## config.mk

```make
export PLATFORM = sky130hd
export DESIGN_NAME = line_literal_match_finder
export DESIGN_NICKNAME = d
export VERILOG_FILES = /design/src/hdl/llmf_pkg.sv /design/src/hdl/llmf_cell.sv /design/src/hdl/llmf_out_fifo.sv /design/src/hdl/line_literal_match_finder.sv
export SDC_FILE = /design/constraint.sdc
export NUM_CORES = 1
export LEC_CHECK = 0
export BUFFER_PORTS_ARGS = -buffer_cell sky130_fd_sc_hd__buf_2
export CAP_MARGIN = 20
export CORE_MARGIN = 2
export CORE_UTILIZATION = 63
export DETAILED_ROUTE_END_ITERATION = 7
export GPL_ROUTABILITY_DRIVEN = 0
export PLACE_DENSITY = 0.86
export SYNTH_ARGS = -nofsm -noshare
export SYNTH_HDL_FRONTEND = slang
export SYNTH_SLANG_ARGS = --single-unit
```

## constraint.sdc

```tcl
create_clock -name clk_i -period 13.77 [get_ports clk_i]
set_input_delay 0.6885 -clock clk_i [delete_from_list [all_inputs] [get_ports clk_i]]
set_output_delay 0.6885 -clock clk_i [all_outputs]
set_load 0.05 [all_outputs]
```

## src/hdl/llmf_pkg.sv

```systemverilog
// Package for the line literal match finder: item types, register indexes,
// widths and the ASCII case-fold function. No dependencies.
`default_nettype none

package llmf_pkg;

  localparam int unsigned BYTE_W     = 8;
  localparam int unsigned LEN_W      = 5;
  localparam int unsigned LINE_W     = 24;
  localparam int unsigned COLOUT_W   = 16;
  localparam int unsigned HITS_W     = 32;
  localparam int unsigned CFG_IDX_W  = 8;
  localparam int unsigned CFG_DATA_W = 64;
  localparam int unsigned PAT_BYTES  = 16;

  localparam logic [BYTE_W-1:0] NEWLINE_BYTE = 8'h0A;
  localparam logic [BYTE_W-1:0] UPPER_A      = 8'h41;
  localparam logic [BYTE_W-1:0] UPPER_Z      = 8'h5A;
  localparam logic [BYTE_W-1:0] FOLD_OFFSET  = 8'h20;

  typedef enum logic [CFG_IDX_W-1:0] {
    REG_PATTERN_LOW    = 8'd0,
    REG_PATTERN_HIGH   = 8'd1,
    REG_PATTERN_LENGTH = 8'd2,
    REG_CASE_SENSITIVE = 8'd3
  } cfg_reg_e;

  typedef struct packed {
    logic [BYTE_W-1:0] text_byte;
    logic              new_file;
  } in_item_t;

  typedef struct packed {
    logic [LINE_W-1:0]   line_number;
    logic [COLOUT_W-1:0] match_column;
    logic                first_in_line;
    logic [HITS_W-1:0]   total_hits;
  } out_item_t;

  // Per-cycle control shared by every window cell.
  typedef struct packed {
    logic shift;
    logic fold;
  } cell_ctrl_t;

  function automatic logic [BYTE_W-1:0] fold_byte(input logic [BYTE_W-1:0] b,
                                                  input logic fold);
    logic [BYTE_W-1:0] r;
    r = b;
    if (fold && b >= UPPER_A && b <= UPPER_Z) begin
      r = b + FOLD_OFFSET;
    end
    return r;
  endfunction

endpackage

`default_nettype wire

```

## src/hdl/llmf_cell.sv

```systemverilog
// One window cell: holds one recent text byte, hands it to the next cell on
// a shift and compares the incoming byte with its pattern byte. Uses llmf_pkg.
`default_nettype none

module llmf_cell (
  input  wire                                clk_i,
  input  wire                                rst_ni,
  input  wire llmf_pkg::cell_ctrl_t          ctrl_i,
  input  wire logic [llmf_pkg::BYTE_W-1:0]   data_i,
  input  wire logic [llmf_pkg::BYTE_W-1:0]   pat_byte_i,
  input  wire logic                          active_i,
  output logic [llmf_pkg::BYTE_W-1:0]        data_o,
  output logic                               hit_o
);

  logic [llmf_pkg::BYTE_W-1:0] byte_q;

  always_ff @(posedge clk_i or negedge rst_ni) begin
    if (!rst_ni) begin
      byte_q <= '0;
    end else if (ctrl_i.shift) begin
      byte_q <= data_i;
    end
  end

  assign data_o = byte_q;

  // Compare the value this cell takes on the shift; idle cells always agree.
  assign hit_o = !active_i ||
                 (llmf_pkg::fold_byte(data_i, ctrl_i.fold) ==
                  llmf_pkg::fold_byte(pat_byte_i, ctrl_i.fold));

endmodule

`default_nettype wire

```

## src/hdl/llmf_out_fifo.sv

```systemverilog
// Two-entry result buffer between the match logic and the output channel.
// Uses llmf_pkg.
`default_nettype none

module llmf_out_fifo (
  input  wire                        clk_i,
  input  wire                        rst_ni,
  input  wire logic                  push_i,
  input  wire llmf_pkg::out_item_t   item_i,
  output logic                       ready_o,
  output logic                       valid_o,
  input  wire logic                  pop_ready_i,
  output llmf_pkg::out_item_t        item_o
);

  llmf_pkg::out_item_t mem_q [2];
  logic       wr_ptr_q;
  logic       rd_ptr_q;
  logic [1:0] count_q;
  logic [1:0] count_d;
  logic       pop;

  assign valid_o = (count_q != 2'd0);
  assign ready_o = (count_q != 2'd2);
  assign pop     = valid_o && pop_ready_i;
  assign item_o  = mem_q[rd_ptr_q];

  always_comb begin
    count_d = count_q;
    if (push_i && !pop) begin
      count_d = count_q + 2'd1;
    end else if (pop && !push_i) begin
      count_d = count_q - 2'd1;
    end
  end

  always_ff @(posedge clk_i or negedge rst_ni) begin
    if (!rst_ni) begin
      wr_ptr_q <= 1'b0;
      rd_ptr_q <= 1'b0;
      count_q  <= 2'd0;
    end else begin
      if (push_i) begin
        wr_ptr_q <= !wr_ptr_q;
      end
      if (pop) begin
        rd_ptr_q <= !rd_ptr_q;
      end
      count_q <= count_d;
    end
  end

  always_ff @(posedge clk_i) begin
    if (push_i) begin
      mem_q[wr_ptr_q] <= item_i;
    end
  end

endmodule

`default_nettype wire

```

## src/hdl/line_literal_match_finder.sv

```systemverilog
// Line literal match finder, top level: window cell chain, line/column/hit
// counters, configuration registers and result buffer. Uses llmf_pkg,
// llmf_cell and llmf_out_fifo.
// Throughput: one text byte per cycle while in_ready_o is high. A match is
// pushed into the result buffer as its byte is accepted. The two-entry result
// buffer sets when input stalls: in_ready_o drops only while both entries wait.
// Reset: window bytes zero, line 1, column, resume column, hit total and
// per-line flag zero; pattern zero, length 1, case folding on.
`default_nettype none

module line_literal_match_finder #(
  parameter int unsigned MAX_PATTERN = 16,
  parameter int unsigned COLUMN_BITS = 16
) (
  input  wire                                  clk_i,
  input  wire                                  rst_ni,
  input  wire logic                            in_valid_i,
  output logic                                 in_ready_o,
  input  wire llmf_pkg::in_item_t              in_item_i,
  output logic                                 out_valid_o,
  input  wire logic                            out_ready_i,
  output llmf_pkg::out_item_t                  out_item_o,
  input  wire logic                            cfg_valid_i,
  output logic                                 cfg_ready_o,
  input  wire logic [llmf_pkg::CFG_IDX_W-1:0]  cfg_index_i,
  input  wire logic [llmf_pkg::CFG_DATA_W-1:0] cfg_data_i
);

  localparam int unsigned LEN_W  = llmf_pkg::LEN_W;
  localparam int unsigned BYTE_W = llmf_pkg::BYTE_W;

  // ---------------------------------------------------------------------
  // Configuration registers. Writes land at once; the port never stalls.
  // ---------------------------------------------------------------------
  logic [llmf_pkg::CFG_DATA_W-1:0] pat_low_q;
  logic [llmf_pkg::CFG_DATA_W-1:0] pat_high_q;
  logic [LEN_W-1:0]                len_q;
  logic                            case_sens_q;

  assign cfg_ready_o = 1'b1;

  always_ff @(posedge clk_i or negedge rst_ni) begin
    if (!rst_ni) begin
      pat_low_q   <= '0;
      pat_high_q  <= '0;
      len_q       <= LEN_W'(1);
      case_sens_q <= 1'b0;
    end else if (cfg_valid_i) begin
      case (cfg_index_i)
        llmf_pkg::REG_PATTERN_LOW:    pat_low_q   <= cfg_data_i;
        llmf_pkg::REG_PATTERN_HIGH:   pat_high_q  <= cfg_data_i;
        llmf_pkg::REG_PATTERN_LENGTH: len_q       <= cfg_data_i[LEN_W-1:0];
        llmf_pkg::REG_CASE_SENSITIVE: case_sens_q <= cfg_data_i[0];
        default: ;  // drop writes to unknown indexes
      endcase
    end
  end

  logic [llmf_pkg::PAT_BYTES*BYTE_W-1:0] pat_all;
  assign pat_all = {pat_high_q, pat_low_q};

  // ---------------------------------------------------------------------
  // Input handshake and per-line state as seen by this byte. A new-file
  // flag restarts the line state before the byte is handled.
  // ---------------------------------------------------------------------
  logic in_fire;
  logic is_newline;
  logic fifo_ready;

  assign in_ready_o = fifo_ready;
  assign in_fire    = in_valid_i && in_ready_o;
  assign is_newline = (in_item_i.text_byte == llmf_pkg::NEWLINE_BYTE);

  logic [COLUMN_BITS-1:0]      col_q, col_d;
  logic [COLUMN_BITS-1:0]      resume_q, resume_d;
  logic [llmf_pkg::LINE_W-1:0] line_q, line_d;
  logic [llmf_pkg::HITS_W-1:0] hits_q, hits_d;
  logic                        has_hit_q, has_hit_d;

  logic [COLUMN_BITS-1:0]      eff_col;
  logic [COLUMN_BITS-1:0]      eff_resume;
  logic [llmf_pkg::LINE_W-1:0] eff_line;
  logic                        eff_has_hit;

  assign eff_col     = in_item_i.new_file ? '0 : col_q;
  assign eff_resume  = in_item_i.new_file ? '0 : resume_q;
  assign eff_line    = in_item_i.new_file ? llmf_pkg::LINE_W'(1) : line_q;
  assign eff_has_hit = in_item_i.new_file ? 1'b0 : has_hit_q;

  // ---------------------------------------------------------------------
  // Window cell chain. Cell i takes the i-th newest byte (the incoming byte is
  // newest, i = 0) on a shift and compares it with pattern byte (length - 1 - i).
  // ---------------------------------------------------------------------
  llmf_pkg::cell_ctrl_t    cell_ctrl;
  logic [BYTE_W-1:0]       cell_q   [MAX_PATTERN];
  logic [MAX_PATTERN-1:0]  cell_hit;

  assign cell_ctrl.shift = in_fire && !is_newline;
  assign cell_ctrl.fold  = !case_sens_q;

  for (genvar i = 0; i < MAX_PATTERN; i++) begin : g_cell
    logic [BYTE_W-1:0] data_in;
    logic [LEN_W-1:0]  pat_idx;
    logic              active;

    if (i == 0) begin : g_head
      assign data_in = in_item_i.text_byte;
    end else begin : g_body
      assign data_in = cell_q[i-1];
    end

    assign active  = (len_q > LEN_W'(i));
    assign pat_idx = len_q - LEN_W'(i + 1);

    llmf_cell u_cell (
      .clk_i      (clk_i),
      .rst_ni     (rst_ni),
      .ctrl_i     (cell_ctrl),
      .data_i     (data_in),
      .pat_byte_i (pat_all[pat_idx[3:0]*BYTE_W +: BYTE_W]),
      .active_i   (active),
      .data_o     (cell_q[i]),
      .hit_o      (cell_hit[i])
    );
  end

  // ---------------------------------------------------------------------
  // Match qualification: a searchable column, a legal length, enough bytes
  // on this line, and no overlap with the previous match.
  // ---------------------------------------------------------------------
  logic                   len_ok;
  logic                   col_sat;
  logic [COLUMN_BITS:0]   col_p1;
  logic [COLUMN_BITS:0]   len_ext;
  logic [COLUMN_BITS-1:0] start_col;
  logic                   match;

  assign len_ok    = (len_q != '0) && (len_q <= LEN_W'(MAX_PATTERN));
  assign col_sat   = (eff_col == {COLUMN_BITS{1'b1}});
  assign col_p1    = {1'b0, eff_col} + (COLUMN_BITS+1)'(1);
  assign len_ext   = (COLUMN_BITS+1)'(len_q);
  assign start_col = COLUMN_BITS'(col_p1 - len_ext);

  assign match = in_fire && !is_newline && !col_sat && len_ok &&
                 (col_p1 >= len_ext) && (start_col >= eff_resume) && (&cell_hit);

  // Saturate the start column into the 16-bit result field.
  logic [llmf_pkg::COLOUT_W-1:0] col_out;
  if (COLUMN_BITS > llmf_pkg::COLOUT_W) begin : g_col_sat
    assign col_out = (|start_col[COLUMN_BITS-1:llmf_pkg::COLOUT_W]) ?
                     {llmf_pkg::COLOUT_W{1'b1}} : start_col[llmf_pkg::COLOUT_W-1:0];
  end else begin : g_col_ext
    assign col_out = llmf_pkg::COLOUT_W'(start_col);
  end

  // ---------------------------------------------------------------------
  // Counter updates.
  // ---------------------------------------------------------------------
  logic [llmf_pkg::HITS_W-1:0] hits_inc;
  assign hits_inc = (hits_q == {llmf_pkg::HITS_W{1'b1}}) ? hits_q :
                    hits_q + llmf_pkg::HITS_W'(1);

  always_comb begin
    col_d     = col_q;
    resume_d  = resume_q;
    line_d    = line_q;
    hits_d    = hits_q;
    has_hit_d = has_hit_q;
    if (in_fire) begin
      if (is_newline) begin
        // Advance the line, clear the per-line state.
        line_d    = (eff_line == {llmf_pkg::LINE_W{1'b1}}) ? eff_line :
                    eff_line + llmf_pkg::LINE_W'(1);
        col_d     = '0;
        resume_d  = '0;
        has_hit_d = 1'b0;
      end else begin
        line_d    = eff_line;
        col_d     = col_sat ? eff_col : col_p1[COLUMN_BITS-1:0];
        resume_d  = eff_resume;
        has_hit_d = eff_has_hit;
        if (match) begin
          resume_d  = col_p1[COLUMN_BITS-1:0];
          hits_d    = hits_inc;
          has_hit_d = 1'b1;
        end
      end
    end
  end

  always_ff @(posedge clk_i or negedge rst_ni) begin
    if (!rst_ni) begin
      col_q     <= '0;
      resume_q  <= '0;
      line_q    <= llmf_pkg::LINE_W'(1);
      hits_q    <= '0;
      has_hit_q <= 1'b0;
    end else begin
      col_q     <= col_d;
      resume_q  <= resume_d;
      line_q    <= line_d;
      hits_q    <= hits_d;
      has_hit_q <= has_hit_d;
    end
  end

  // ---------------------------------------------------------------------
  // Result buffer.
  // ---------------------------------------------------------------------
  llmf_pkg::out_item_t res_item;
  assign res_item.line_number   = eff_line;
  assign res_item.match_column  = col_out;
  assign res_item.first_in_line = !eff_has_hit;
  assign res_item.total_hits    = hits_inc;

  llmf_out_fifo u_out_fifo (
    .clk_i       (clk_i),
    .rst_ni      (rst_ni),
    .push_i      (match),
    .item_i      (res_item),
    .ready_o     (fifo_ready),
    .valid_o     (out_valid_o),
    .pop_ready_i (out_ready_i),
    .item_o      (out_item_o)
  );

  // ---------------------------------------------------------------------
  // Assertions.
  // ---------------------------------------------------------------------
  a_no_match_on_newline: assert property (@(posedge clk_i) disable iff (!rst_ni)
    (in_fire && is_newline) |-> !match)
    else $error("match reported on a newline byte");

  a_resume_after_match: assert property (@(posedge clk_i) disable iff (!rst_ni)
    match |=> (resume_q == $past(col_p1[COLUMN_BITS-1:0])))
    else $error("resume column not set past the match");

  a_hits_monotonic: assert property (@(posedge clk_i) disable iff (!rst_ni)
    in_fire |=> (hits_q >= $past(hits_q)))
    else $error("hit total went backwards");

  a_line_nonzero: assert property (@(posedge clk_i) disable iff (!rst_ni)
    line_q != '0)
    else $error("line number reached zero");

  a_match_has_room: assert property (@(posedge clk_i) disable iff (!rst_ni)
    match |-> fifo_ready)
    else $error("result pushed into a full buffer");

endmodule

`default_nettype wire
```

==> results <==
- The number of warnings printed during yosys synthesis is 0.
- The placeable core region is 51200 um^2.
- The area of all placed cells without fillers is 35760 um^2.
- The highest-delay cell along the critical path is clkinv_1.
- The first-iteration detailed-routing DRC count is 3442.
- The cell count along the critical path is 18.
- At the end of the flow the core is filled with cells to 0.6986.
- The reg-to-reg critical path endpoint is u_out_fifo.mem_q[0][19].
- The synthesized netlist contains just under 90 unique library cells.
- The tightest slew margin relative to the limit is 0.2648.
- After detailed routing, the average wire length per cell comes to roughly 26 um.
- The pin count of the biggest net entering global routing is between 150 and 200.
- The synthesis-to-layout area growth is 9.862%.
- Clock-pin slew was measured on the worst setup and hold paths at 0.06 ns.
- The detail route stage leaves a number of antenna-violating nets equal to 0.
- The number of nets in the synthesized netlist is 2741.
- In the post-synthesis netlist, the cell with the most instances is mux2_2.
- In the synthesized netlist, the number of instances is ~2600.
- The worst setup path is launched from a flop.
- The flow ran to the end, and the final reports show no timing, DRC or antenna violations.
- The most critical setup path has its endpoint at u_out_fifo.mem_q[0][19].
- The count of flip-flops with a built-in enable after synthesis is 146.
- The average instance area after synthesis is around 13 um^2.
- The type of the most critical hold path is in -> async.
- Clock latency on the worst-skew pair, taken at its later pin, is 0.62 ns.
- Hold is met by between 0.1 and 0.15 ns.
- The placed instances occupy a cell area of approximately 34000 um^2.
- The launching instance or port of the critical path is len_q[2].
- Setup slack on the critical path of the routed design comes to 4.391 ns.
- The element type at the critical path end is a flop.
- Of the post-synthesis cell area, the dominant cell type holds 0.2652.
- The initialized floorplan defines 83 standard-cell rows.
- Walking the worst path, the cells encountered are buf_4, clkinv_1, ha_1, buf_4, inv_1, and3_1, or4_1, or4_1, o211ai_1, nor2_1, o311a_1, a2111oi_2, nand4_1, or4_1, a2111oi_4, buf_4, nor2b_4, buf_4.
- The largest single stage delay on the critical path is between 0.9 and 1 ns.
- The initial core utilization is 0.6358.
- The most area-hungry cell type in the Yosys netlist is dfrtp_1.
- The number of global-route vias before repair is roughly 24000.
- The floorplan step set the die height to 231.3 um.
- The first global-routing pass estimated 138100 um of wire.
- Once placement completed, the tool counted placed cells totaling 3315.
- The total global routing track utilization is 0.3343.
- The boundary pin count is 162.
- The final cell count without fillers is 3411.
- The depth of the most critical reg-to-reg path is 18.
- Global routing finished with a remaining overflow of 0.
- The final routed wirelength across all metal layers is around 90000 um.
- The register bit count reported by yosys is 493.
- STA puts the critical path data required time at 13.98 ns.
- The number of endpoints with negative hold slack in the final report is 0.
- Together, buffers and inverters on the worst path number 6.
- The fmax is ~110 MHz.
- The netlist area before placement is 32550 um^2.
- Summed over all failing endpoints, the final setup total negative slack is 0 ns.
- Sorting the synthesized cells by area gives the leading types as dfrtp_1, mux4_2, edfxtp_1, mux2_2, xnor2_1.
- Summed over all cells, the static leakage comes to 14.44 nW.
- In this run, post-CTS repair resized a total of 0 instances.
- After synthesis, the most frequently instantiated cells are mux2_2, dfrtp_1, mux4_2.
- The slack of the worst reg-to-reg path is about 4.4 ns.
- The clock net in this run drives a total of 493 sinks.
- The total clock buffers created by CTS is 50.
- The ratio of final minimum period to clock period is 0.6811.
- The final-report max-slew violation count came to 0.
- The post-layout minimum cycle time is 9.379 ns.
- The worst path arrival time is 9.59 ns.
- For the final database, setup skew stands at 0.03137 ns.
- The vias after detailed routing is between 20000 and 25000.
- For this run, the detailed router's first-pass iteration total came to 6.
- The detailed route wirelength on metal3 is 10990 um.
- Dividing the detail-routed via count by the number of cells gives around 7.2.
- The die is 231.3 um wide.
- Broken down by cell family, the worst path's largest delay share belongs to buffers and inverters.
- Of all flip-flops after synthesis, the portion carrying an async set or reset was 0.7039.
- The count of buffers added on input and output ports is 160.
- The quantity of hold-fixing buffers added after cts is 0.
- The cell that appears most often on the critical path is buf_4.
- TritonCTS built the clock tree.
- Of all nets on the critical path, the largest fanout is 73.
- The remaining design rule violation count is 0.
- The detailed placement HPWL is 62720 um.
- The initial antenna violation count is 3.
- The startpoint of the lowest-slack register-to-register path is len_q[2].
- After detailed routing, the wire length on met1 is just over 30000 um.
- At the placement stage, the worst setup path has a slack of approximately 4.7 ns.
- The floorplan step defined a die boundary enclosing 53510 um^2.
- For the pin with the worst max-slew slack, the measured transition is 1.072 ns.
- Setup repair after global routing left no endpoint under its margin.
- In the final layout, the share of cells above drive strength 1 is 0.3337.
- The number of failing setup endpoints in the final timing report is 0.
- In this run the number of H-tree levels came out at 2.
- The count of maximum capacitance violations is 0.
- IR analysis of the VDD net gives a maximum drop of 0.0001052 V.
- Once the clock tree was built, the setup fixing pass inserted 0 buffers.
- The design draws 5.511 mW.
- The number of nets at the end of the flow is 2847.
- The total power divided by cell area is 154.1 nW/um^2.
- The classification of the worst setup path is reg -> reg.
- The cell at the root of the clock tree is clkbuf_16.
- The commonest register cell after synthesis is dfrtp_1.
- For this run, the register share of the synthesized area comes to 0.4015.
- The highest layer touched by signal routing is met5.
- The routed wire length on met2 is 40490 um.
- In this run the deepest clock path goes through 3 buffers.
power by group:
group	leakage [nW]	switching [mW]	internal [mW]	total [mW]
Clock	0.859	0.592	0.869	1.46
Combinational	7.55	1.07	0.856	1.93
Sequential	6.02	0.381	1.74	2.12
worst min path at each step:
stage,from,end,slack [ns],depth (start not counted)
final,rst_ni,hits_q[19],0.13,1
after global routing,rst_ni,hits_q[18],0.21,1
after CTS,rst_ni,hits_q[19],0.20,1
after detailed placement,resume_q[9],resume_q[9],0.47,1
after global placement,resume_q[7],resume_q[7],0.46,1
after floorplan,rst_ni,case_sens_q,0.39,0
area by class of cell:
| class | count | area [um^2] |
|---|---|---|
| Clock buffer | 65 | 1358 |
| Antenna cell | 1 | 2.502 |
| Timing Repair Buffer | 196 | 1114 |
| Tap cell | 680 | 850.8 |
| Multi-Input combinational cell | 1919 | 18850 |
| Fill cell | 3382 | 15430 |
| Sequential cell | 493 | 13080 |
| Inverter | 29 | 108.9 |
| Clock inverter | 28 | 404.1 |
placed cells by master (no fill, tap or decap), drive strengths merged, types with 42 or more instances in the layout:
cell type / Yosys / final
mux2: 354 / 354
dfrtp: 345 / 345
mux4: 243 / 243
buf: 48 / 196
xnor2: 162 / 162
edfxtp: 146 / 146
nand2: 135 / 135
nand3: 111 / 111
xor2: 98 / 98
nor2: 80 / 80
mux2i: 72 / 72
ha: 71 / 71
clkbuf: 94 / 65
o21ai: 63 / 63
nor2b: 49 / 49
nor3: 42 / 42
state kept, by name, indices dropped and copies added (netlist names):
signal and flops:
case_sens_q 1, col_q 16, g_cell.u_cell.data_o 120, has_hit_q 1
hits_q 32, len_q 5, line_q 24, pat_high_q 64
pat_low_q 64, resume_q 16, u_out_fifo.count_q 2, u_out_fifo.mem_q 146
u_out_fifo.rd_ptr_q 1, u_out_fifo.wr_ptr_q 1
cells by family (layout without fill, tap and decap cells):
kind of cell / after synthesis / count (layout) / share of synthesized area
and+or+nand+nor: 624 / 624 / 0.1020
adders and majority gates: 72 / 72 / 0.02790
AOI/OAI and AO/OA: 291 / 291 / 0.06238
DFF: 493 / 493 / 0.4015
other: 1 / 2 / 0.0001152
xor gates and xnor gates: 262 / 262 / 0.07134
buffers and inverters: 171 / 318 / 0.02206
muxes: 669 / 669 / 0.3127
routing by layer:
layer,vias to the layer above,track usage
li1,10180,-
met1,12070,0.4074
met2,1666,0.5200
met3,486,0.1058
met4,2,0.2075
met5,-,0.003676
Note: power is estimated with default switching activity, not from simulation.
